<file path="src/hdl/wavp_pkg.sv">
package wavp_pkg;

    localparam int BYTE_W   = 8;
    localparam int WORD_W   = 32;
    localparam int SAMPLE_W = 24;
    localparam int CODE_W   = 3;
    localparam int CNT_W    = 3;

    // chunk and form tags, little-endian as gathered
    localparam logic [WORD_W-1:0] TAG_RIFF = 32'h4646_4952;
    localparam logic [WORD_W-1:0] TAG_WAVE = 32'h4556_4157;
    localparam logic [WORD_W-1:0] TAG_FMT  = 32'h2074_6d66;
    localparam logic [WORD_W-1:0] TAG_DATA = 32'h6174_6164;

    localparam logic [WORD_W-1:0] RATE_RESET = 32'd44100;

    localparam logic [15:0] FMT_PCM      = 16'd1;
    localparam logic [15:0] NUM_CHANNELS = 16'd2;
    localparam logic [15:0] BLOCK_ALIGN  = 16'd6;
    localparam logic [15:0] BITS_PER_SMP = 16'd24;

    localparam logic [CNT_W-1:0] LEN_WORD   = 3'd4;
    localparam logic [CNT_W-1:0] LEN_SAMPLE = 3'd3;
    localparam logic [CNT_W-1:0] LEN_HALF   = 3'd2;

    localparam logic KIND_SAMPLE = 1'b0;
    localparam logic KIND_ERROR  = 1'b1;

    localparam logic [CODE_W-1:0] ERR_NO_RIFF   = 3'd0;
    localparam logic [CODE_W-1:0] ERR_NO_WAVE   = 3'd1;
    localparam logic [CODE_W-1:0] ERR_NOT_PCM   = 3'd2;
    localparam logic [CODE_W-1:0] ERR_NOT_STEREO = 3'd3;
    localparam logic [CODE_W-1:0] ERR_RATE      = 3'd4;
    localparam logic [CODE_W-1:0] ERR_ALIGN     = 3'd5;
    localparam logic [CODE_W-1:0] ERR_BITS      = 3'd6;

    typedef enum logic [3:0] {
        PH_RIFF      = 4'd0,
        PH_FILESIZE  = 4'd1,
        PH_WAVE      = 4'd2,
        PH_CHUNK_ID  = 4'd3,
        PH_FMT_SIZE  = 4'd4,
        PH_FORMAT    = 4'd5,
        PH_CHANNELS  = 4'd6,
        PH_RATE      = 4'd7,
        PH_BYTERATE  = 4'd8,
        PH_ALIGN     = 4'd9,
        PH_BITS      = 4'd10,
        PH_FMT_REST  = 4'd11,
        PH_DATA_SIZE = 4'd12,
        PH_SAMPLES   = 4'd13,
        PH_UNK_SIZE  = 4'd14,
        PH_UNK_SKIP  = 4'd15
    } t_phase;

    typedef struct packed {
        logic [BYTE_W-1:0] data_byte;
        logic              start_of_file;
    } t_in_beat;

    typedef struct packed {
        logic                       kind;
        logic signed [SAMPLE_W-1:0] sample;
        logic [CODE_W-1:0]          error_code;
    } t_result;

endpackage

</file>
<file path="src/hdl/wavp_in_stage.sv">
module wavp_in_stage
    import wavp_pkg::*;
(
    input  logic     i_clk,
    input  logic     i_rst_n,
    input  logic     i_valid,
    input  t_in_beat i_beat,
    input  logic     i_advance,
    output logic     o_ready,
    output logic     o_valid,
    output t_in_beat o_beat
);

    logic     r_valid;
    t_in_beat r_beat;

    // space when empty or when the held beat moves on this cycle
    assign o_ready = !r_valid || i_advance;
    assign o_valid = r_valid;
    assign o_beat  = r_beat;

    always_ff @(posedge i_clk) begin
        if (!i_rst_n) begin
            r_valid <= 1'b0;
        end else if (i_valid && o_ready) begin
            r_valid <= 1'b1;
        end else if (i_advance) begin
            r_valid <= 1'b0;
        end
    end

    always_ff @(posedge i_clk) begin
        if (i_valid && o_ready) begin
            r_beat <= i_beat;
        end
    end

endmodule

</file>
<file path="config.mk">
export PLATFORM = sky130hd
export DESIGN_NAME = wavp_in_stage
export DESIGN_NICKNAME = d
export VERILOG_FILES = /design/src/hdl/wavp_pkg.sv /design/src/hdl/wavp_in_stage.sv
export SDC_FILE = /design/constraint.sdc
export NUM_CORES = 1
export LEC_CHECK = 0
export ABC_AREA = 1
export BUFFER_PORTS_ARGS = -buffer_cell sky130_fd_sc_hd__buf_4
export CAP_MARGIN = 10
export CORE_AREA = 2 2 39 41
export DETAILED_ROUTE_END_ITERATION = 8
export DIE_AREA = 0 0 41 43
export PLACE_DENSITY = 0.59
export SLEW_MARGIN = 20
export SYNTH_ARGS = -nofsm -noshare
export SYNTH_HDL_FRONTEND = slang
export SYNTH_SLANG_ARGS = --single-unit
</file>
<file path="constraint.sdc">
create_clock -name i_clk -period 1.5 [get_ports i_clk]
set_clock_uncertainty 0.05 [all_clocks]
set_input_delay 0.075 -clock i_clk [delete_from_list [all_inputs] [get_ports i_clk]]
set_output_delay 0.075 -clock i_clk [all_outputs]
set_load 0.02 [all_outputs]
</file>
==> results.py <==
metrics = {
    "clock_tree": {
        "cts_buffers": 3,
        "clock-sinks": 10,
        "cts_buffer_depth": 2,
        "clk-insertion-delay-late_ps": 250,
        "htree_num_levels": 1,
        "root_buffer": "clkbuf_4",
        "clk_pin_slew_worst_paths_ps": 60,
        "cts_tree": "yes",
        "cts_setup_buffers": 0,
    },
    "detailed_routing": {
        "postRouteAntennaNets": 0,
        "wl_per_cell_um": 9.10,
        "vias_per_cell": 3.70,
        "firstDrtPassIters": 1,
        "routed_wl_um": 637,
        "first_iter_violations": 0,
        "drc": 0,
        "vias": 259,
    },
    "timing": {
        "whs_ps": 28.6,
        "hold_violations": 0,
        "fmax_mhz": 992,
        "finalCritPeriodShare": 0.672,
        "setup_tns_ps": 0,
        "final_max_slew_viol_count": 0,
        "finalSetupViolCount": 0,
        "rsz0062_at_grt": "no",
        "worst_pin_slew_ps": 131,
        "slew-limit-headroom": 0.913,
        "min_period_ps": 1010,
    },
    "placed_design": {
        "dpl.hpwl_um": 514,
        "port_buffers": 23,
        "gp_congestion": 0.587,
    },
    "final_layout": {
        "antenna_cells": 0,
        "final-seq-area_um2": 290,
        "multi_input_area_um2": 20.0,
        "fillers": 124,
        "fin_nets": 68,
        "final_util": 0.468,
        "area_growth_pct": 102,
        "drive_above_1_share": 0.556,
    },
    "job": {
        "cap_violations": 0,
    },
    "run_status": {
        "status": "finished clean",
    },
    "pwr": {
        "leakage_nw": 0.287,
        "power_mw": 0.616,
        "peakVddDrop_mv": 0.470,
        "powerDensity_nw_per_um2": 951,
    },
    "floorplan": {
        "die_h_um": 43,
        "fp.coreArea_um2": 1380,
        "die_width_um": 41,
        "initial_utilization": 0.232,
        "rows": 14,
        "ios": 24,
        "dieArea_um2": 1760,
    },
    "critical_path": {
        "cp-start-kind": "flop",
        "worstSetupPathType": "reg2reg",
        "worstSetupEndpointType": "flop",
        "cp.arrival_ps": 920,
        "crit_path_max_fanout": 9,
        "required_ps": 1410,
    },
    "logic_synthesis": {
        "yosysSeqAreaShare": 0.903,
        "synth_top_family_by_area": "compound AO/OA/AOI/OAI gates",
        "yosys.area_share.simple": 0.0195,
        "synth-xor-area-share": 0,
        "syn_area_per_cell_um2": 20.1,
        "synth_compound_area_frac": 0.0428,
        "netlist_instances": 16,
        "synth_top_area_share": 0.840,
        "post_synth_fa_ha_maj_area_fraction": 0,
        "synthTopCellsByArea": "edfxtp_1, dfxtp_1, a21oi_2",
        "yosysUniqueCellTypes": 7,
        "synthMuxAreaShare": 0,
        "syn_area_um2": 322,
        "ys_seq_elements": 10,
        "syn-num-nets": 29,
        "ys_warn_count": 0,
        "yosysTopAreaCell": "edfxtp_1",
    },
    "grt": {
        "gr-total-overflow": 0,
        "grt_pass1_wl_um": 883,
        "grt_pass1_vias": 238,
        "grt_usage": 0.0804,
        "grt_start_max_net_pins": 10,
        "antenna_found_initial": 0,
    },
    "hold_path": {
        "min_path_type": "in2reg",
    },
}
## flip-flops by register name, indices dropped and copies added (netlist names)
name / cells
o_beat: 9
o_valid: 1
## what timing repair did
| item | 4_1_cts | 5_1_grt |
|---|---|---|
| hold buffers | 10 | 0 |
| endpoints found under the hold margin | 10 | 0 |
| setup endpoints to repair | 0 | 0 |
| gates resized for setup | 0 | 0 |
## kinds of logic after synthesis
family | Yosys count
simple gates | 1
compound gates | 2
buf+inv | 3
flops | 10
## cell usage after synthesis, drive strengths merged
cell / instances
nand2: 1
edfxtp: 9
inv: 3
dfxtp: 1
a21oi: 2
## power by group
group | internal, mW | switching (mW)
logic | 0.0611 | 0.0446
registers | 0.323 | 0.00505
clock network | 0.102 | 0.0805
total | 0.486 | 0.130
## layer usage
layer  GRT usage  share of wire
met5           0              0
met4      0.0600              0
met3      0.0366           0.20
met2       0.103           0.35
met1       0.101           0.45
## layout make-up
class                      count  share of cell area
clock buffer                   4              0.0405
inverter                       3              0.0174
multi-input combinational      3              0.0309
sequential                    10               0.448
tap                           16              0.0309
timing repair buffer          34               0.432
## layout by cell type, fill, tap and decap left out, drive strengths merged
master	netlist	routed
inv	3	3
a21oi	2	2
clkbuf	0	4
dlygate4sd3	0	10
buf	0	24
edfxtp	9	9
dfxtp	1	1
nand2	1	1
## final timing paths
path	slack (ps)	startpoint	depth (start not counted)	endpoint
setup / recovery	490	o_valid	2	o_beat[4]
hold / removal	30	i_advance	4	o_valid
setup reg to reg	490	o_valid	2	o_beat[4]
hold reg to reg	450	o_valid	2	o_valid
## through the flow
stage               std cells  worst slack [ps]  cell area (um2)
CTS                        70               490              648
global route               70               452              648
floorplan                  16               151              322
finish                     70               492              648
global placement           56               522              522
detailed placement         56               498              522
## critical path, stage by stage, from the launching register on
cell and delay (ps):
dfxtp_1 330, a21oi_1 150, buf_4 190
Power figures use the tool's default switching activity.
