File: src/hdl/wavp_pkg.sv
package wavp_pkg;

    localparam int BYTE_W   = 8;
    localparam int WORD_W   = 32;
    localparam int SAMPLE_W = 24;
    localparam int CODE_W   = 3;
    localparam int CNT_W    = 3;

    // chunk and form tags, little-endian as gathered
    localparam logic [WORD_W-1:0] TAG_RIFF = 32'h4646_4952;
    localparam logic [WORD_W-1:0] TAG_WAVE = 32'h4556_4157;
    localparam logic [WORD_W-1:0] TAG_FMT  = 32'h2074_6d66;
    localparam logic [WORD_W-1:0] TAG_DATA = 32'h6174_6164;

    localparam logic [WORD_W-1:0] RATE_RESET = 32'd44100;

    localparam logic [15:0] FMT_PCM      = 16'd1;
    localparam logic [15:0] NUM_CHANNELS = 16'd2;
    localparam logic [15:0] BLOCK_ALIGN  = 16'd6;
    localparam logic [15:0] BITS_PER_SMP = 16'd24;

    localparam logic [CNT_W-1:0] LEN_WORD   = 3'd4;
    localparam logic [CNT_W-1:0] LEN_SAMPLE = 3'd3;
    localparam logic [CNT_W-1:0] LEN_HALF   = 3'd2;

    localparam logic KIND_SAMPLE = 1'b0;
    localparam logic KIND_ERROR  = 1'b1;

    localparam logic [CODE_W-1:0] ERR_NO_RIFF   = 3'd0;
    localparam logic [CODE_W-1:0] ERR_NO_WAVE   = 3'd1;
    localparam logic [CODE_W-1:0] ERR_NOT_PCM   = 3'd2;
    localparam logic [CODE_W-1:0] ERR_NOT_STEREO = 3'd3;
    localparam logic [CODE_W-1:0] ERR_RATE      = 3'd4;
    localparam logic [CODE_W-1:0] ERR_ALIGN     = 3'd5;
    localparam logic [CODE_W-1:0] ERR_BITS      = 3'd6;

    typedef enum logic [3:0] {
        PH_RIFF      = 4'd0,
        PH_FILESIZE  = 4'd1,
        PH_WAVE      = 4'd2,
        PH_CHUNK_ID  = 4'd3,
        PH_FMT_SIZE  = 4'd4,
        PH_FORMAT    = 4'd5,
        PH_CHANNELS  = 4'd6,
        PH_RATE      = 4'd7,
        PH_BYTERATE  = 4'd8,
        PH_ALIGN     = 4'd9,
        PH_BITS      = 4'd10,
        PH_FMT_REST  = 4'd11,
        PH_DATA_SIZE = 4'd12,
        PH_SAMPLES   = 4'd13,
        PH_UNK_SIZE  = 4'd14,
        PH_UNK_SKIP  = 4'd15
    } t_phase;

    typedef struct packed {
        logic [BYTE_W-1:0] data_byte;
        logic              start_of_file;
    } t_in_beat;

    typedef struct packed {
        logic                       kind;
        logic signed [SAMPLE_W-1:0] sample;
        logic [CODE_W-1:0]          error_code;
    } t_result;

endpackage

File: src/hdl/wavp_out_stage.sv
module wavp_out_stage
    import wavp_pkg::*;
(
    input  logic    i_clk,
    input  logic    i_rst_n,
    input  logic    i_load,
    input  t_result i_result,
    input  logic    i_ready,
    output logic    o_valid,
    output t_result o_result
);

    logic    r_valid;
    t_result r_result;

    assign o_valid  = r_valid;
    assign o_result = r_result;

    always_ff @(posedge i_clk) begin
        if (!i_rst_n) begin
            r_valid <= 1'b0;
        end else if (i_load) begin
            r_valid <= 1'b1;
        end else if (i_ready) begin
            r_valid <= 1'b0;
        end
    end

    always_ff @(posedge i_clk) begin
        if (i_load) begin
            r_result <= i_result;
        end
    end

endmodule

File: config.mk
export PLATFORM = sky130hd
export DESIGN_NAME = wavp_out_stage
export DESIGN_NICKNAME = d
export VERILOG_FILES = /design/src/hdl/wavp_pkg.sv /design/src/hdl/wavp_out_stage.sv
export SDC_FILE = /design/constraint.sdc
export NUM_CORES = 1
export LEC_CHECK = 0
export ABC_AREA = 1
export BUFFER_PORTS_ARGS = -buffer_cell sky130_fd_sc_hd__buf_2
export CORE_MARGIN = 2
export CORE_UTILIZATION = 42
export DETAILED_ROUTE_END_ITERATION = 8
export PLACE_DENSITY = 0.88
export RECOVER_POWER = 100
export SETUP_SLACK_MARGIN = 0.5
export SYNTH_ARGS = -nofsm -noshare
export SYNTH_HDL_FRONTEND = slang
export SYNTH_SLANG_ARGS = --single-unit
File: constraint.sdc
create_clock -name i_clk -period 0.9 [get_ports i_clk]
set_input_delay 0.045 -clock i_clk [delete_from_list [all_inputs] [get_ports i_clk]]
set_output_delay 0.045 -clock i_clk [all_outputs]
set_load 0.01 [all_outputs]
==> results of run 1 <==
==> state kept, by name, summed over array words and instances (netlist names) <==
signal and flops:
o_valid 1, o_result 28
==> worst reg2reg max path: cells and delay by family, from the launching register on <==
family / cells / cell delay [ns]
flops: 1 / 0.37
compound gates: 1 / 0.12
simple gates: 1 / 0.05
==> cells in the final DEF, fill, tap and decap left out <==
master | Yosys | layout
buf_2 | 0 | 53
edfxtp_1 | 28 | 28
clkbuf_4 | 0 | 5
clkbuf_2 | 0 | 5
clkbuf_1 | 0 | 4
inv_1 | 3 | 3
nand2_2 | 0 | 1
a21oi_1 | 0 | 1
clkinv_1 | 0 | 1
dfxtp_1 | 1 | 1
buf_6 | 0 | 1
==> power by group <==
group	leakage [nW]	switching, mW	internal [mW]
sequential	0.282	0.0239	1.60
clock	0.0258	0.374	0.283
combinational	0.258	0.131	0.118
total	0.566	0.529	2.00
==> final cells by class <==
cell class	count	area, um2
Clock inverter	1	3.754
Sequential cell	29	860.8
Tap cell	27	33.78
Fill cell	157	706.9
Clock buffer	6	41.29
Inverter	3	11.26
Timing Repair Buffer	62	312.8
Multi-Input combinational cell	2	11.26
==> worst max-delay path by stage <==
stage	from	end	slack, ns	cells after the start
after floorplan	o_valid	o_valid	0.35	2
after global placement	i_load	o_result[10]	0.28	2
after detailed placement	i_load	o_result[10]	0.26	2
after CTS	o_result[26]	o_result[26]	0.0004	1
after global routing	o_result[26]	o_result[26]	-0.03	1
final	o_result[26]	o_result[26]	0.02	1
==> metrics by stage <==
step	cell area, um2	power [mW]	setup WS (ns)	TNS [ns]
4_1_cts	1314	2.582	0.0003724	0
3_5_place_dp	1260	1.920	0.2575	0
3_3_place_gp	1260	1.908	0.2753	0
5_1_grt	1275	2.637	-0.03002	-0.1939
6_report	1275	2.525	0.02345	0
2_1_floorplan	885.9	1.720	0.3490	0
==> layer usage <==
| layer | track usage, % | up-vias | share of wire, % | routed length (um) |
|---|---|---|---|---|
| met5 | 0 | - | 0 | 0 |
| met4 | 9.722 | 0 | 2.1 | 31 |
| met3 | 6.970 | 5 | 11 | 165 |
| met2 | 24.22 | 35 | 56 | 825 |
| met1 | 10.90 | 245 | 30 | 444 |
| li1 | - | 265 | - | - |
==> logic make-up (layout without fill, tap and decap cells) <==
family | Yosys count | count (layout)
AOI/OAI and AO/OA | 1 | 1
buffers and inverters | 3 | 72
DFF | 29 | 29
and+or+nand+nor | 1 | 1
==> repair_timing <==
action                                  CTS  global route
resized for setup                         2             0
endpoints found under the setup margin   30            30
gates cloned                              0             0
hold endpoints to repair                 29            29
==> flow_summary.ini, run 1 <==
[routing]
route.detailed.drc = 0
wl_mm = 1.466
via_count = 550
drt_iter0_drc = 4
ant_nets = 0
wl_per_cell_um = 11.28
firstDrtPassIters = 3
vias_per_cell = 4.231

[worst_setup_path]
cpLargestDelayFamily = flip-flops
worstSetupEndpointType = output pin
cp.buffers_inverters = 1
slowest_delay_ns = 0.38
reg2reg_slack_ns = 0.29
worst-endpoint-required_ns = 0.85
r2r_end = o_valid
crit_fanout = 1
timing.rr.start = o_valid
r2r_cells = 2
cp_data_arrival_time_ns = 0.83
crit_chain = buf_2
startpoint_type = flop
critPathKind = reg -> out
critical-path-slowest-cell = edfxtp_1

[clock_network]
clk_pin_slew_ns = 0.08
htree_num_levels = 2
clk_latency_ns = 0.30
cts_tree = done
cts_made_buffers = 5
clock_sinks = 29
root_buffer = clkbuf_4
cts.path.max_buffers = 2
post_cts_buffers = 0

[timing]
slew_violations = 0
worst_pin_slew_ns = 0.7608
setup_viol = 0
finalCritPeriodShare_pct = 97.39
clock.fmax_mhz = 1141
slew_headroom_pct = 49.28
fin_crit_ns = 0.8765
fin_worst_skew_ns = 0
hold_viol = 29
whs_ns = -0.09815
rsz0062_at_grt = true

[yosys]
synth-edff-count = 28
synthTopCellsByCount = 28 x edfxtp_1, 3 x inv_1, 1 x a21oi_2, 1 x dfxtp_1, 1 x nand2_1
ys_warn_count = 0
yosys.area_share.simple_pct = 0.4243
yosysUniqueCellTypes = 5
synth-compound-area-share_pct = 0.9901
synthesis.area_um2 = 884.6
ys_async_sr_fraction_pct = 0
synth_area_leaders = edfxtp_1 95%, dfxtp_1 2.3%, inv_1 1.3%
yosysTopAreaCell = edfxtp_1
synthXorXnorAreaFrac_pct = 0
synth_nets = 66
yosysTopAreaCellShare_pct = 95.05
synth.area.mux_share_pct = 0
synth-adder-area-share_pct = 0
syn_inst = 34
synthFlopType = edfxtp_1
syn_avg_cell_area_um2 = 26.02
yosysMostFrequentCell = edfxtp_1
synth_top_family_by_area = buffers and inverters
synth_seq_area_share_pct = 97.31
ys_ff_latch = 29

[placement]
portBuffers = 60
place_congestion = 0.6276
hpwlAfterDp_mm = 1.135
placed_cells = 123

[status]
violations = negative hold slack
status = finished, violations left

[power_and_ir_drop]
powerDensity_mw_per_mm2 = 1980
p_leak_nw = 0.5665
ir_drop_mv = 1.373

[floorplan]
fp.coreArea_mm2 = 0.001982
start_util_pct = 44.63
io_pins = 61
die_w_um = 49.90
rows = 16
die_area_mm2 = 0.002490
fp.dieH_um = 49.90

[worst_hold_path]
min_to = o_result[22]
hp-start = i_result[22]
hold_path_class = in -> reg
whs_path_depth = 1

[grt]
grt_antenna_before_repair = 0
grt_pass1_wl_mm = 2.283
grt_max_degree = 16
overflow = 0
grt_usage_pct = 13.53
grt_pass1_vias = 556

[finish]
antenna-diode-count = 0
layout.cells.non_filler = 130
fin_util_pct = 64.33
syn_to_final_growth_pct = 44.13
final_layout_size_suffix_gt1_share_pct = 63.11
fin_nets = 135

[flow_run]
drv_cap = 0
Note: power is estimated with default switching activity, not from simulation.
==> run 2, diff against run 1 <==
--- a/config.mk
+++ b/config.mk
@@ -10,6 +10,7 @@
 export CORE_MARGIN = 2
 export CORE_UTILIZATION = 42
 export DETAILED_ROUTE_END_ITERATION = 8
+export HOLD_SLACK_MARGIN = 0.1
 export PLACE_DENSITY = 0.88
 export RECOVER_POWER = 100
 export SETUP_SLACK_MARGIN = 0.5
==> constraint.sdc (replaced) <==
create_clock -name i_clk -period 0.9 [get_ports i_clk]
set_input_delay 0.225 -clock i_clk [delete_from_list [all_inputs] [get_ports i_clk]]
set_output_delay 0.225 -clock i_clk [all_outputs]
set_load 0.01 [all_outputs]
==> run 2 against run 1 <==
  * Global-route usage is 1.9 points higher
  * Worst hold slack better by 0.19 ns
  * Largest cell class unchanged
  * First-iteration DRC count is 50% higher
  * Die area stayed put
  * The run ends with negative setup slack left
  * Clock power is 2% lower
==> flow_summary.ini, run 2 (synthesis results as in run 1) <==
[status]
status = finished, violations left
violations = negative setup slack

[worst_hold_path]
hold_path_class = in -> reg
min_to = o_result[18]
hp-start = i_result[18]
whs_path_depth = 1

[placement]
portBuffers = 60
place_congestion = 0.6271
hpwlAfterDp_mm = 1.157

[clock_network]
cts_made_buffers = 5
cts_tree = done
htree_num_levels = 2
clock_sinks = 29
clk_latency_ns = 0.29
clk_pin_slew_ns = 0.08
cts.path.max_buffers = 2
root_buffer = clkbuf_4

[finish]
largest_reg_flops = 28
final.fill_count = 155
final_layout_size_suffix_gt1_share_pct = 64.15
final_common_cell = buf_2
multi_input_area_um2 = 15.01
syn_to_final_growth_pct = 46.39
fin_nets = 138
regArea_um2 = 862.1
antenna-diode-count = 0
layout_common_cells = 58 x buf_2, 28 x edfxtp_1, 6 x clkbuf_1, 5 x clkbuf_4, 3 x inv_1

[floorplan]
fp.coreArea_mm2 = 0.001982
rows = 16
die_w_um = 49.90
die_area_mm2 = 0.002490
io_pins = 61
start_util_pct = 44.63
fp.dieH_um = 49.90

[routing]
wl_per_cell_um = 12.35
via_count = 569
ant_nets = 0
vias_per_cell = 4.278
firstDrtPassIters = 4
drt_iter0_drc = 6
route.detailed.drc = 0
wl_mm = 1.643

[timing]
clock.fmax_mhz = 948.3
finalCritPeriodShare_pct = 117.2
setup_viol = 29
worst_pin_slew_ns = 0.4542
slew_headroom_pct = 69.72
hold_viol = 0
fin_worst_skew_ns = 0
rsz0062_at_grt = true
fin_crit_ns = 1.055
setup_ws_ns = -0.1546
tns_ns = -3.694
slew_violations = 0

[worst_setup_path]
timing.rr.start = o_valid
r2r_end = o_valid
cp.buffers_inverters = 1
crit_chain = buf_2
cp_data_arrival_time_ns = 0.83
r2r_cells = 3
critical-path-slowest-cell = edfxtp_1
critPathKind = reg -> out
reg2reg_slack_ns = 0.22
cpLargestDelayFamily = flip-flops
worst-endpoint-required_ns = 0.67
crit_fanout = 1
startpoint_type = flop
worstSetupEndpointType = output pin
slowest_delay_ns = 0.38

[power_and_ir_drop]
p_leak_nw = 0.5731
ir_drop_mv = 1.522
powerDensity_mw_per_mm2 = 1949
p_total_mw = 2.524

[grt]
grtUsageMet3_pct = 7.273
grt_util_met2_pct = 28.89
grt_pass1_wl_mm = 2.608
grtUsageMet1_pct = 13.63
grt_pass1_vias = 604
grt_antenna_before_repair = 0
grt_usage_pct = 15.45
grt.busiest_layer = met2
grt_max_degree = 9
overflow = 0

[flow_run]
drv_cap = 0
-- run 2: power breakdown --
part,switching (mW),total (mW),internal (mW)
Combinational,0.138,0.263,0.125
Clock,0.358,0.641,0.283
Sequential,0.0244,1.62,1.60
Total,0.521,2.52,2.00
-- run 2: metal layers --
layer	vias to the layer above	wire length (um)
met2	39	930
met1	255	547
met4	0	22
met5	-	0
li1	272	-
met3	3	143
-- run 2: layout make-up --
cell class | instances | share of cell area, %
clock buffer | 6 | 3.188
clock inverter | 1 | 0.2899
inverter | 3 | 0.8696
multi-input combinational | 2 | 1.159
sequential | 29 | 66.57
tap | 27 | 2.609
timing repair buffer | 65 | 25.31
-- run 2: per-stage QoR --
step                setup slack [ns]  util (%)  cells  hold slack (ns)  instance area, um2
floorplan                     0.2812         -     34           0.3239               885.9
global placement             0.09528     63.57    123           0.4012                1260
detailed placement           0.07976     63.57    123           0.4031                1260
CTS                          -0.1780     69.82    132          0.07897                1384
global route                 -0.2159     65.34    133          0.06224                1295
finish                       -0.1546     65.34    133          0.09166                1295
-- run 2: what timing repair did --
action                                  in CTS  in global routing
endpoints found under the hold margin       26                 28
gates cloned                                 2                  0
endpoints found under the setup margin      58                 57
gates resized for setup                      8                  0
pin swaps                                    1                  0
buffers inserted                             0                  1
-- run 2: worst max path at each step --
stage | from | cells after the start | to
2_1_floorplan | o_result[0] | 0 | o_result[0]
3_3_place_gp | i_load | 2 | o_result[23]
3_5_place_dp | i_load | 2 | o_result[10]
4_1_cts | o_result[3] | 1 | o_result[3]
5_1_grt | o_result[22] | 1 | o_result[22]
6_report | o_result[3] | 1 | o_result[3]
