$ cat config.mk
export PLATFORM = sky130hd
export DESIGN_NAME = wavp_parser
export DESIGN_NICKNAME = d
export VERILOG_FILES = /design/src/hdl/wavp_pkg.sv /design/src/hdl/wavp_parser.sv
export SDC_FILE = /design/constraint.sdc
export NUM_CORES = 1
export LEC_CHECK = 0
export ABC_AREA = 1
export BUFFER_PORTS_ARGS = -buffer_cell sky130_fd_sc_hd__buf_2
export CAP_MARGIN = 20
export CORE_MARGIN = 3
export CORE_UTILIZATION = 45
export CTS_CLUSTER_DIAMETER = 150
export DETAILED_ROUTE_END_ITERATION = 8
export GPL_TIMING_DRIVEN = 0
export PLACE_DENSITY = 0.69
export SYNTH_ARGS = -nofsm -noshare
export SYNTH_HDL_FRONTEND = slang
export SYNTH_SLANG_ARGS = --single-unit
$ cat constraint.sdc
create_clock -name i_clk -period 6.2 [get_ports i_clk]
set_input_delay 0.93 -clock i_clk [delete_from_list [all_inputs] [get_ports i_clk]]
set_output_delay 0.93 -clock i_clk [all_outputs]
set_load 0.005 [all_outputs]
$ cat src/hdl/wavp_pkg.sv
package wavp_pkg;

    localparam int BYTE_W   = 8;
    localparam int WORD_W   = 32;
    localparam int SAMPLE_W = 24;
    localparam int CODE_W   = 3;
    localparam int CNT_W    = 3;

    // chunk and form tags, little-endian as gathered
    localparam logic [WORD_W-1:0] TAG_RIFF = 32'h4646_4952;
    localparam logic [WORD_W-1:0] TAG_WAVE = 32'h4556_4157;
    localparam logic [WORD_W-1:0] TAG_FMT  = 32'h2074_6d66;
    localparam logic [WORD_W-1:0] TAG_DATA = 32'h6174_6164;

    localparam logic [WORD_W-1:0] RATE_RESET = 32'd44100;

    localparam logic [15:0] FMT_PCM      = 16'd1;
    localparam logic [15:0] NUM_CHANNELS = 16'd2;
    localparam logic [15:0] BLOCK_ALIGN  = 16'd6;
    localparam logic [15:0] BITS_PER_SMP = 16'd24;

    localparam logic [CNT_W-1:0] LEN_WORD   = 3'd4;
    localparam logic [CNT_W-1:0] LEN_SAMPLE = 3'd3;
    localparam logic [CNT_W-1:0] LEN_HALF   = 3'd2;

    localparam logic KIND_SAMPLE = 1'b0;
    localparam logic KIND_ERROR  = 1'b1;

    localparam logic [CODE_W-1:0] ERR_NO_RIFF   = 3'd0;
    localparam logic [CODE_W-1:0] ERR_NO_WAVE   = 3'd1;
    localparam logic [CODE_W-1:0] ERR_NOT_PCM   = 3'd2;
    localparam logic [CODE_W-1:0] ERR_NOT_STEREO = 3'd3;
    localparam logic [CODE_W-1:0] ERR_RATE      = 3'd4;
    localparam logic [CODE_W-1:0] ERR_ALIGN     = 3'd5;
    localparam logic [CODE_W-1:0] ERR_BITS      = 3'd6;

    typedef enum logic [3:0] {
        PH_RIFF      = 4'd0,
        PH_FILESIZE  = 4'd1,
        PH_WAVE      = 4'd2,
        PH_CHUNK_ID  = 4'd3,
        PH_FMT_SIZE  = 4'd4,
        PH_FORMAT    = 4'd5,
        PH_CHANNELS  = 4'd6,
        PH_RATE      = 4'd7,
        PH_BYTERATE  = 4'd8,
        PH_ALIGN     = 4'd9,
        PH_BITS      = 4'd10,
        PH_FMT_REST  = 4'd11,
        PH_DATA_SIZE = 4'd12,
        PH_SAMPLES   = 4'd13,
        PH_UNK_SIZE  = 4'd14,
        PH_UNK_SKIP  = 4'd15
    } t_phase;

    typedef struct packed {
        logic [BYTE_W-1:0] data_byte;
        logic              start_of_file;
    } t_in_beat;

    typedef struct packed {
        logic                       kind;
        logic signed [SAMPLE_W-1:0] sample;
        logic [CODE_W-1:0]          error_code;
    } t_result;

endpackage

$ cat src/hdl/wavp_parser.sv
module wavp_parser
    import wavp_pkg::*;
(
    input  logic              i_clk,
    input  logic              i_rst_n,
    input  logic              i_advance,
    input  t_in_beat          i_beat,
    input  logic [WORD_W-1:0] i_rate,
    output logic              o_res_valid,
    output t_result           o_result
);

    t_phase             r_phase, n_phase;
    logic               r_failed, n_failed;
    logic [WORD_W-1:0]  r_gathered, n_gathered;
    logic [CNT_W-1:0]   r_count, n_count;
    logic [CNT_W-1:0]   r_field_len, n_field_len;
    logic [WORD_W-1:0]  r_chunk_len, n_chunk_len;
    logic [WORD_W-1:0]  r_chunk_pos, n_chunk_pos;

    always_comb begin
        logic [WORD_W-1:0] pos_inc;
        logic [15:0]       half;

        n_phase     = r_phase;
        n_failed    = r_failed;
        n_gathered  = r_gathered;
        n_count     = r_count;
        n_field_len = r_field_len;
        n_chunk_len = r_chunk_len;
        n_chunk_pos = r_chunk_pos;
        o_res_valid = 1'b0;
        o_result    = '0;
        pos_inc     = '0;
        half        = '0;

        if (i_beat.start_of_file) begin
            n_phase     = PH_RIFF;
            n_failed    = 1'b0;
            n_gathered  = '0;
            n_count     = '0;
            n_field_len = LEN_WORD;
            n_chunk_len = '0;
            n_chunk_pos = '0;
        end

        if (!n_failed) begin
            if (n_count < LEN_WORD) begin
                n_gathered[{n_count[1:0], 3'b000} +: BYTE_W] = i_beat.data_byte;
                n_count = n_count + 3'd1;
            end

            // chunk ends on the first byte past its length
            pos_inc = n_chunk_pos + 32'd1;
            if (n_chunk_len != '0) begin
                n_chunk_pos = pos_inc;
                if (pos_inc > n_chunk_len) begin
                    n_field_len = LEN_WORD;
                    n_phase     = PH_CHUNK_ID;
                    n_chunk_len = '0;
                end
            end

            if (n_count == n_field_len) begin
                half = n_gathered[15:0];
                case (n_phase)
                    PH_RIFF: begin
                        if (n_gathered != TAG_RIFF) begin
                            n_failed            = 1'b1;
                            o_res_valid         = 1'b1;
                            o_result.kind       = KIND_ERROR;
                            o_result.error_code = ERR_NO_RIFF;
                        end
                        n_phase = PH_FILESIZE;
                    end
                    PH_FILESIZE: begin
                        n_phase = PH_WAVE;
                    end
                    PH_WAVE: begin
                        if (n_gathered != TAG_WAVE) begin
                            n_failed            = 1'b1;
                            o_res_valid         = 1'b1;
                            o_result.kind       = KIND_ERROR;
                            o_result.error_code = ERR_NO_WAVE;
                        end
                        n_phase = PH_CHUNK_ID;
                    end
                    PH_CHUNK_ID: begin
                        if (n_gathered == TAG_FMT) begin
                            n_phase = PH_FMT_SIZE;
                        end else if (n_gathered == TAG_DATA) begin
                            n_phase = PH_DATA_SIZE;
                        end else begin
                            n_phase = PH_UNK_SIZE;
                        end
                    end
                    PH_FMT_SIZE: begin
                        n_chunk_len = n_gathered;
                        n_field_len = LEN_HALF;
                        n_chunk_pos = '0;
                        n_phase     = PH_FORMAT;
                    end
                    PH_DATA_SIZE: begin
                        n_chunk_len = n_gathered;
                        n_field_len = LEN_SAMPLE;
                        n_chunk_pos = '0;
                        n_phase     = PH_SAMPLES;
                    end
                    PH_UNK_SIZE: begin
                        n_chunk_len = n_gathered;
                        n_field_len = LEN_WORD;
                        n_chunk_pos = '0;
                        n_phase     = PH_UNK_SKIP;
                    end
                    PH_FORMAT: begin
                        if (half != FMT_PCM) begin
                            n_failed            = 1'b1;
                            o_res_valid         = 1'b1;
                            o_result.kind       = KIND_ERROR;
                            o_result.error_code = ERR_NOT_PCM;
                        end
                        n_phase = PH_CHANNELS;
                    end
                    PH_CHANNELS: begin
                        if (half != NUM_CHANNELS) begin
                            n_failed            = 1'b1;
                            o_res_valid         = 1'b1;
                            o_result.kind       = KIND_ERROR;
                            o_result.error_code = ERR_NOT_STEREO;
                        end
                        n_field_len = LEN_WORD;
                        n_phase     = PH_RATE;
                    end
                    PH_RATE: begin
                        if (n_gathered != i_rate) begin
                            n_failed            = 1'b1;
                            o_res_valid         = 1'b1;
                            o_result.kind       = KIND_ERROR;
                            o_result.error_code = ERR_RATE;
                        end
                        n_phase = PH_BYTERATE;
                    end
                    PH_BYTERATE: begin
                        n_field_len = LEN_HALF;
                        n_phase     = PH_ALIGN;
                    end
                    PH_ALIGN: begin
                        if (half != BLOCK_ALIGN) begin
                            n_failed            = 1'b1;
                            o_res_valid         = 1'b1;
                            o_result.kind       = KIND_ERROR;
                            o_result.error_code = ERR_ALIGN;
                        end
                        n_phase = PH_BITS;
                    end
                    PH_BITS: begin
                        if (half != BITS_PER_SMP) begin
                            n_failed            = 1'b1;
                            o_res_valid         = 1'b1;
                            o_result.kind       = KIND_ERROR;
                            o_result.error_code = ERR_BITS;
                        end
                        n_phase = PH_FMT_REST;
                    end
                    PH_SAMPLES: begin
                        // top byte keeps the sign, as later partial fields see it
                        n_gathered = {{(WORD_W-SAMPLE_W){n_gathered[SAMPLE_W-1]}},
                                      n_gathered[SAMPLE_W-1:0]};
                        o_res_valid     = 1'b1;
                        o_result.kind   = KIND_SAMPLE;
                        o_result.sample = n_gathered[SAMPLE_W-1:0];
                    end
                    default: begin
                        // skipped fmt pairs and unknown chunk words
                    end
                endcase
                n_count = '0;
            end
        end
    end

    always_ff @(posedge i_clk) begin
        if (!i_rst_n) begin
            r_phase     <= PH_RIFF;
            r_failed    <= 1'b0;
            r_gathered  <= '0;
            r_count     <= '0;
            r_field_len <= LEN_WORD;
            r_chunk_len <= '0;
            r_chunk_pos <= '0;
        end else if (i_advance) begin
            r_phase     <= n_phase;
            r_failed    <= n_failed;
            r_gathered  <= n_gathered;
            r_count     <= n_count;
            r_field_len <= n_field_len;
            r_chunk_len <= n_chunk_len;
            r_chunk_pos <= n_chunk_pos;
        end
    end

endmodule

==> results.sh, run 1 <==
export IMPL_status="finished clean"
export IMPL_syn_to_final_growth_pct=22.00
export IMPL_critPathMaxStageDelay_ps=510
export IMPL_period_share=0.9904
export IMPL_ys_warn_count=0
export IMPL_synthTopCellsByArea="dfxtp_1 (23%), nand2_1 (17%), nor2_1 (9.5%)"
export IMPL_rsz0062_at_grt="yes"
export IMPL_cellLeakagePower_nw=5.303
export IMPL_clkTransAtPathRegs_ps=70
export IMPL_power_mw=1.944
export IMPL_synth_area_um2=9494
export IMPL_die_w_um=151.3
export IMPL_fmax_mhz=162.9
export IMPL_die_area_um2=22880
export IMPL_cts_tree="yes"
export IMPL_synth_top_family_by_area="simple AND/OR/NAND/NOR gates"
export IMPL_gp_congestion=1.010
export IMPL_setup_viol=0
export IMPL_cp_common_cell="nand2_1"
export IMPL_yosys_area_share_simple=0.3906
export IMPL_clkSinkCount=107
export IMPL_via_count=11574
export IMPL_p_per_area_nw_per_um2=167.8
export IMPL_seqPwrFrac=0.385
export IMPL_dpl_cell_area_um2=10180
export IMPL_tns_ps=0
export IMPL_drtPass1Iterations=6
export IMPL_fin_crit_ps=6140
export IMPL_start_util=0.4632
export IMPL_antenna_cells=0
export IMPL_fin_area_um2=11580
export IMPL_grt_pass1_vias=9770
export IMPL_crit_fanout=10
export IMPL_crit_arrival_ps=5210
export IMPL_worstMarginPinSlew_ps=958.9
export IMPL_overflow=0
export IMPL_min_path_type="reg -> reg"
export IMPL_drt_iter0_drc=1358
export IMPL_ios=73
export IMPL_synth_compound_area_frac=0.1550
export IMPL_switching_power_uw=754.2
export IMPL_port_buffer_count=70
export IMPL_pwr_share_clk=0.303
export IMPL_path_class="in -> out"
export IMPL_comb_power_share=0.312
export IMPL_dieHeight_um=151.3
export IMPL_synth_xor_area_share=0.04797
export IMPL_syn_avg_cell_area_um2=5.775
export IMPL_wire_per_inst_um=18.58
export IMPL_drive_gt1_frac=0.1711
export IMPL_hpwlAfterDp_um=27950
export IMPL_whs_ps=464.0
export IMPL_grt_use_total=0.3123
export IMPL_ys_seq_area_frac=0.2256
export IMPL_syn_inst=1644
export IMPL_p_int_mw=1.190
export IMPL_grt_pass1_wl_um=55250
export IMPL_mostFrequentLayoutCell="nand2_1"
export IMPL_end_kind="output port"
export IMPL_crit_start="i_beat[0]"
export IMPL_synthMuxAreaShare=0
export IMPL_final_cell_mix="nand2_1 (419), inv_1 (200), nor2_1 (191)"
export IMPL_path_delay_family="simple AND/OR/NAND/NOR gates"
export IMPL_synth_seq_cells=107
export IMPL_p_sw_frac=0.3880
export IMPL_synth_area_leader_cell="dfxtp_1"
export IMPL_core_um2=20490
export IMPL_slew_headroom=0.3540
export IMPL_grt_max_degree=19
export IMPL_drt_total_wl_um=37920
export IMPL_fin_skew_ps=14.12
export IMPL_crit_required_ps=5270
export IMPL_drc=0
export IMPL_min_from="r_chunk_pos[4]$_SDFFE_PN0P_"
export IMPL_cp_slowest_cell="ha_1"
export IMPL_slew_viol_final=0
export IMPL_root_buffer="clkbuf_16"
export IMPL_crit_chain="buf_12 -> buf_12 -> buf_12 -> clkbuf_2 -> nor2_2 -> inv_1 -> ha_1 -> nor2_2 -> nand3_1 -> o21ai_1 -> inv_1 -> or2_2 -> nand4_1 -> nor2_1 -> nand2_1 -> nor2_1 -> nand2_1 -> nand2_1 -> nand2_1 -> nor2_1 -> nand2_1 -> nand2_2 -> o21ai_2 -> buf_2"
export IMPL_finalNetCount=1849
export IMPL_routed_via_density=5.671
export IMPL_clockBufferDepth=2
export IMPL_final_hold_viol_count=0
export IMPL_cp_buffers_inverters=7
export IMPL_maxCapViolCount=0
export IMPL_yosys_area_share_adder=0.05140
export IMPL_ir_drop_mv=0.1567
export IMPL_ant_nets=0
export IMPL_row_count=52
export IMPL_synth_fp_nets=1727
export IMPL_synth_top_cell_area_share=0.2256
export IMPL_critPathLaunchType="primary input"
export IMPL_antenna_found_initial=0
export IMPL_h_tree_depth=3
export IMPL_synth_distinct_cells=44
export IMPL_r2r_start="r_chunk_pos[3]$_SDFFE_PN0P_"
export IMPL_cts_buffers=9
export IMPL_clk_latency_ps=370
## synth_stat cells, drive strengths merged
cell / instances
nand2: 449
nand4: 41
or2: 8
o41ai: 1
buf: 29
o21ai: 90
clkinv: 4
ha: 39
a22oi: 1
xor2: 35
clkbuf: 47
a21oi: 128
and3: 2
o22ai: 1
dfxtp: 107
a221oi: 1
o211ai: 22
a21boi: 4
o2111ai: 11
xnor2: 17
nand3: 76
a21o: 1
inv: 217
nor4: 4
nor3: 48
a31oi: 5
nor2: 254
o21a: 2
## metrics by stage
| step | util | worst slack, ps | instances |
|---|---|---|---|
| final | 0.5651 | 59.74 | 2041 |
| after global routing | 0.5651 | -166.9 | 2041 |
| after CTS | 0.5256 | 25.58 | 2015 |
| after detailed placement | 0.4968 | -1337 | 1984 |
| after global placement | 0.4968 | -1248 | 1984 |
| after floorplan | - | 366.3 | 1644 |
## tightest hold or removal path, stage by stage (launching register included)
cell and delay [ps]:
dfxtp_1 310, nand2_1 60, a21oi_1 50
## worst paths after layout
path	endpoint	slack, ps	cells after the start
max	o_res_valid	60	24
min	r_chunk_pos[4]$_SDFFE_PN0P_	460	2
max reg2reg	r_chunk_pos[25]$_SDFFE_PN0P_	1270	29
min reg2reg	r_chunk_pos[4]$_SDFFE_PN0P_	460	2
## logic make-up (layout without fill, tap and decap cells)
logic type | Yosys count | after routing
adder cells (fa/ha/maj) | 39 | 39
flip-flops | 107 | 107
AND/OR/NAND/NOR | 882 | 883
AO/OA/AOI/OAI | 267 | 267
buffers and inverters | 297 | 423
XOR/XNOR | 52 | 52
## repair_timing
item                                    in CTS  in global routing
cloned                                       0                  4
resized for setup                           56                141
endpoints found under the setup margin      29                 29
pin swaps                                   15                 39
hold buffers                                 0                  0
setup buffers                               16                 23
## power groups by stage
stage          clock network, mW  logic, mW  registers (mW)
6_report                   0.590      0.606           0.748
5_1_grt                    0.612      0.656           0.751
4_1_cts                    0.595      0.536           0.746
3_5_place_dp                   0      0.510           0.762
3_3_place_gp                   0      0.505           0.761
2_1_floorplan                  0      0.359           0.755
## area by class of cell
cell class                 instances  area, um^2
inverter                         221       847.1
sequential                       107        2142
clock inverter                     6       47.55
multi-input combinational       1241        6746
buffer                            74       479.2
fill                            2132        8912
tap                              270       337.8
clock buffer                      10       229.0
timing repair buffer             112       753.2
## layer usage
layer  share of wire  vias up  global-route usage
li1                -     5517                   -
met1            0.43     5308              0.4473
met2            0.42      670              0.4661
met3            0.12       79             0.07810
met4           0.026        0             0.08250
met5               0        -                   0
## state kept, by name (all words and copies together) (netlist names)
register	cells
r_phase	4
r_count	3
r_field_len	3
r_failed	1
r_chunk_pos	32
r_chunk_len	32
r_gathered	32
Note: power is estimated with default switching activity, not from simulation.
==> inputs of run 2 (changes only) <==
==> constraint.sdc (replaced) <==
create_clock -name i_clk -period 6.2 [get_ports i_clk]
set_input_delay 0.93 -clock i_clk [delete_from_list [all_inputs] [get_ports i_clk]]
set_output_delay 0.93 -clock i_clk [all_outputs]
set_load 0.05 [all_outputs]
==> results.sh, run 2 (synthesis gave the netlist of run 1 again) <==
export IMPL_status="finished clean"
export IMPL_row_count=52
export IMPL_use_met3=0.07660
export IMPL_period_share=0.9952
export IMPL_hpwlAfterDp_um=27970
export IMPL_reg_top3="r_chunk_len: 32 flops, r_chunk_pos: 32 flops, r_gathered: 32 flops"
export IMPL_stdcell_count=2035
export IMPL_whs_endpoint="r_chunk_pos[13]$_SDFFE_PN0P_"
export IMPL_rrSetupSlack_ps=1330
export IMPL_cts_tree="yes"
export IMPL_grt_busiest_layer="met2"
export IMPL_grtUsageMet2=0.4766
export IMPL_wire_per_inst_um=18.32
export IMPL_slew_viol_final=0
export IMPL_p_per_area_nw_per_um2=169.2
export IMPL_end_kind="output port"
export IMPL_setup_viol=0
export IMPL_clkTransAtPathRegs_ps=80
export IMPL_tns_ps=0
export IMPL_gp_congestion=1.009
export IMPL_final_hold_viol_count=0
export IMPL_antenna_found_initial=1
export IMPL_ir_drop_mv=0.1475
export IMPL_routed_via_density=5.670
export IMPL_reg2reg_to="r_chunk_pos[8]$_SDFFE_PN0P_"
export IMPL_mostFrequentLayoutCell="nand2_1"
export IMPL_worstMarginPinSlew_ps=1035
export IMPL_fin_area_um2=11540
export IMPL_dpl_cell_area_um2=10190
export IMPL_cp_common_cell="nand2_1"
export IMPL_root_buffer="clkbuf_16"
export IMPL_drive_gt1_frac=0.1705
export IMPL_drc=0
export IMPL_core_um2=20490
export IMPL_cellLeakagePower_nw=5.303
export IMPL_via_count=11539
export IMPL_die_w_um=151.3
export IMPL_fin_skew_ps=8.733
export IMPL_crit_fanout=15
export IMPL_fmax_mhz=162.1
export IMPL_crit_arrival_ps=5240
export IMPL_crit_required_ps=5270
export IMPL_maxCapViolCount=0
export IMPL_ant_nets=0
export IMPL_final_cell_mix="nand2_1 (425), inv_1 (193), nor2_1 (193)"
export IMPL_fin_crit_ps=6170
export IMPL_grt_pass1_vias=10114
export IMPL_clkSinkCount=107
export IMPL_slew_headroom=0.3024
export IMPL_dpl_cell_count=1984
export IMPL_drtPass1Iterations=8
export IMPL_die_area_um2=22880
export IMPL_drt_iter0_drc=1226
export IMPL_min_from="r_chunk_pos[13]$_SDFFE_PN0P_"
export IMPL_critPathLaunchType="primary input"
export IMPL_h_tree_depth=3
export IMPL_port_buffer_count=70
export IMPL_final_util=0.5632
export IMPL_grt_pass1_wl_um=56010
export IMPL_grt_use_total=0.3164
export IMPL_r2r_start="r_chunk_pos[3]$_SDFFE_PN0P_"
export IMPL_overflow=0
export IMPL_r2r_cells=29
export IMPL_clockBufferDepth=2
export IMPL_ios=73
export IMPL_finalNetCount=1844
export IMPL_drt_total_wl_um=37280
export IMPL_critPathMaxStageDelay_ps=290
export IMPL_gr_usage_met1=0.4476
export IMPL_holdBufCountCts=0
export IMPL_cp_slowest_cell="ha_4"
export IMPL_dieHeight_um=151.3
export IMPL_power_mw=1.954
export IMPL_syn_to_final_growth_pct=21.59
export IMPL_start_util=0.4632
export IMPL_cts_buffers=9
export IMPL_hold_depth=2
export IMPL_min_path_type="reg -> reg"
export IMPL_path_class="in -> out"
export IMPL_antenna_cells=0
export IMPL_clk_latency_ps=370
export IMPL_grt_max_degree=17
-- run 2: changes by cell type in the layout (fill, tap and decap cells not counted), sizes merged --
cell      delta
clkbuf       -1
clkinvlp     -1
buf          -1
inv          -2
nand2        -1
-- run 2: critical path, delay by kind of cell --
family                   cells  cell delay, ps
AND/OR/NAND/NOR             19            2300
buffers and inverters        7             990
XOR/XNOR                     2             410
adder cells (fa/ha/maj)      1             290
AO/OA/AOI/OAI                1             250
-- run 2: metal layers --
layer,share of wire,vias up
met1,0.43,5294
li1,-,5501
met5,0.00035,-
met2,0.42,641
met3,0.12,101
met4,0.033,2
-- run 2: worst max path at each step --
stage / from / slack [ps] / to
floorplan: i_beat[0] / -180 / o_result[10]
global placement: i_beat[0] / -1280 / o_result[11]
detailed placement: i_beat[0] / -1300 / o_result[8]
CTS: i_beat[0] / 5 / o_res_valid
global route: i_beat[0] / -130 / o_res_valid
finish: i_beat[0] / 30 / o_result[23]
-- run 2: report_power, final --
part / internal (mW) / switching, mW / leakage, nW
combinational: 0.190 / 0.411 / 4.28
sequential: 0.723 / 0.0249 / 0.875
clock: 0.306 / 0.299 / 0.145
total: 1.22 / 0.735 / 5.30
-- run 2: final cells by class --
cell class              count  area, um^2
fillers                  2086        8951
clock buffers              12       266.5
plain buffers              74       479.2
clock inverters             3       22.52
flip-flops and latches    107        2142
multi-input cells        1240        6683
inverters                 221       842.1
well taps                 270       337.8
repair buffers            108       770.7
-- run 2: through the flow --
stage                     hold slack (ps)  setup WS [ps]
final                               466.9          29.67
after global routing                481.7         -128.9
after CTS                           468.4          4.984
after detailed placement            456.3          -1299
after global placement              453.2          -1282
after floorplan                     444.4         -182.0
-- run 2: what timing repair did --
action | in CTS | in global routing
endpoints found under the setup margin | 29 | 29
cloned | 0 | 1
pin swaps | 18 | 40
gates resized for setup | 116 | 102
setup buffers | 16 | 21
==> inputs of run 3 (changes only) <==
Settings changed: CORE_MARGIN 3 to 5.
==> results.sh, run 3 (synthesis gave the netlist of run 1 again) <==
export IMPL_fin_area_um2=11810
export IMPL_clkSinkCount=107
export IMPL_maxCapViolCount=0
export IMPL_port_buffer_count=70
export IMPL_finalNetCount=1853
export IMPL_cp_common_cell="nor2_4"
export IMPL_root_buffer="clkbuf_16"
export IMPL_critPathLaunchType="primary input"
export IMPL_start_util=0.4545
export IMPL_core_um2=20890
export IMPL_clockBufferDepth=2
export IMPL_fin_crit_ps=6114
export IMPL_dpl_cell_count=1989
export IMPL_cts_buffers=9
export IMPL_min_path_type="reg -> reg"
export IMPL_via_count=11453
export IMPL_final_util=0.5655
export IMPL_drc=0
export IMPL_ir_drop_mv=0.1170
export IMPL_clk_latency_ps=370
export IMPL_slew_headroom=0.3787
export IMPL_worstMarginPinSlew_ps=922.2
export IMPL_drive_gt1_frac=0.1797
export IMPL_grt_pass1_wl_um=56880
export IMPL_clkTransAtPathRegs_ps=70
export IMPL_drt_total_wl_um=37990
export IMPL_power_mw=1.982
export IMPL_place_ws_ps=-1473
export IMPL_hpwlAfterDp_um=28640
export IMPL_nFillCells=2082
export IMPL_fmax_mhz=163.6
export IMPL_h_tree_depth=3
export IMPL_path_class="in -> out"
export IMPL_wire_per_inst_um=18.53
export IMPL_rsz0062_at_grt="yes"
export IMPL_fin_ws_ps=86.23
export IMPL_syn_to_final_growth_pct=24.42
export IMPL_final_cell_mix="nand2_1 (421), inv_1 (196), nor2_1 (189)"
export IMPL_crit_required_ps=5270
export IMPL_ios=73
export IMPL_reg_top3="r_chunk_len: 32 flops, r_chunk_pos: 32 flops, r_gathered: 32 flops"
export IMPL_hold_depth=2
export IMPL_antenna_found_initial=0
export IMPL_whs_endpoint="r_chunk_pos[4]$_SDFFE_PN0P_"
export IMPL_ant_nets=0
export IMPL_antenna_cells=0
export IMPL_grt_max_degree=18
export IMPL_cts_tree="yes"
export IMPL_overflow=0
export IMPL_reg2reg_to="r_chunk_pos[4]$_SDFFE_PN0P_"
export IMPL_end_kind="output port"
export IMPL_r2r_cells=29
export IMPL_grt_use_total=0.3008
export IMPL_fin_skew_ps=11.97
export IMPL_whs_ps=469.4
export IMPL_period_share=0.9861
export IMPL_die_w_um=155.3
export IMPL_routed_via_density=5.587
export IMPL_cp_slowest_cell="nor4_2"
export IMPL_tns_ps=0
export IMPL_status="finished clean"
export IMPL_slew_viol_final=0
export IMPL_min_from="r_chunk_pos[4]$_SDFFE_PN0P_"
export IMPL_final_hold_viol_count=0
export IMPL_dieHeight_um=155.3
export IMPL_drt_iter0_drc=1294
export IMPL_crit_arrival_ps=5180
export IMPL_gp_congestion=0.9857
export IMPL_row_count=53
export IMPL_die_area_um2=24100
export IMPL_cellLeakagePower_nw=5.332
export IMPL_rrSetupSlack_ps=1500
export IMPL_mostFrequentLayoutCell="nand2_1"
export IMPL_dpl_cell_area_um2=10200
export IMPL_grt_pass1_vias=10299
export IMPL_drtPass1Iterations=7
export IMPL_stdcell_count=2050
export IMPL_setup_viol=0
export IMPL_r2r_start="r_chunk_pos[3]$_SDFFE_PN0P_"
export IMPL_critPathMaxStageDelay_ps=360
export IMPL_crit_fanout=8
export IMPL_p_per_area_nw_per_um2=167.7
run 3: how the worst max path moves through the flow:
stage          slack [ps]       from  cells after the start           end
2_1_floorplan        -180  i_beat[0]                     30  o_result[10]
3_3_place_gp        -1450  i_beat[0]                     31  o_result[11]
3_5_place_dp        -1470  i_beat[0]                     30  o_result[11]
4_1_cts                 7  i_beat[0]                     33   o_result[0]
5_1_grt              -100  i_beat[0]                     29  o_result[25]
6_report               90  i_beat[0]                     32   o_res_valid
run 3: metal layers:
layer  up-vias  routed length [um]  GRT usage
li1       5520                   -          -
met4         2                 909    0.09712
met1      5299               16310     0.4149
met5         -                  57    0.01863
met3        58                3923    0.08067
met2       574               16790     0.4560
run 3: timing repair:
action	4_1_cts	5_1_grt
endpoints found under the setup margin	29	29
pin swaps	18	38
resized for setup	127	131
setup buffers	22	24
gates cloned	1	1
endpoints found under the hold margin	0	0
hold buffers	0	0
run 3: final cells by class:
cell class	count	area, um^2	area share
multi-input cells	1240	6769	0.5730
plain buffers	73	466.7	0.03951
repair buffers	118	945.9	0.08008
clock buffers	10	239.0	0.02023
well taps	275	344.1	0.02913
clock inverters	6	63.81	0.005402
inverters	221	842.1	0.07128
flip-flops and latches	107	2142	0.1813
run 3: worst max-delay path: cells and delay by family:
kind | cells | cell delay, ps
and+or+nand+nor | 20 | 2420
buffers and inverters | 8 | 1010
AOI/OAI and AO/OA | 1 | 160
xor gates and xnor gates | 1 | 190
adders and majority gates | 2 | 450
run 3: report_power, final:
group	switching, mW	total (mW)	leakage (nW)	internal, mW
clock network	0.301	0.627	0.145	0.326
registers	0.0249	0.748	0.875	0.723
logic	0.418	0.607	4.31	0.189
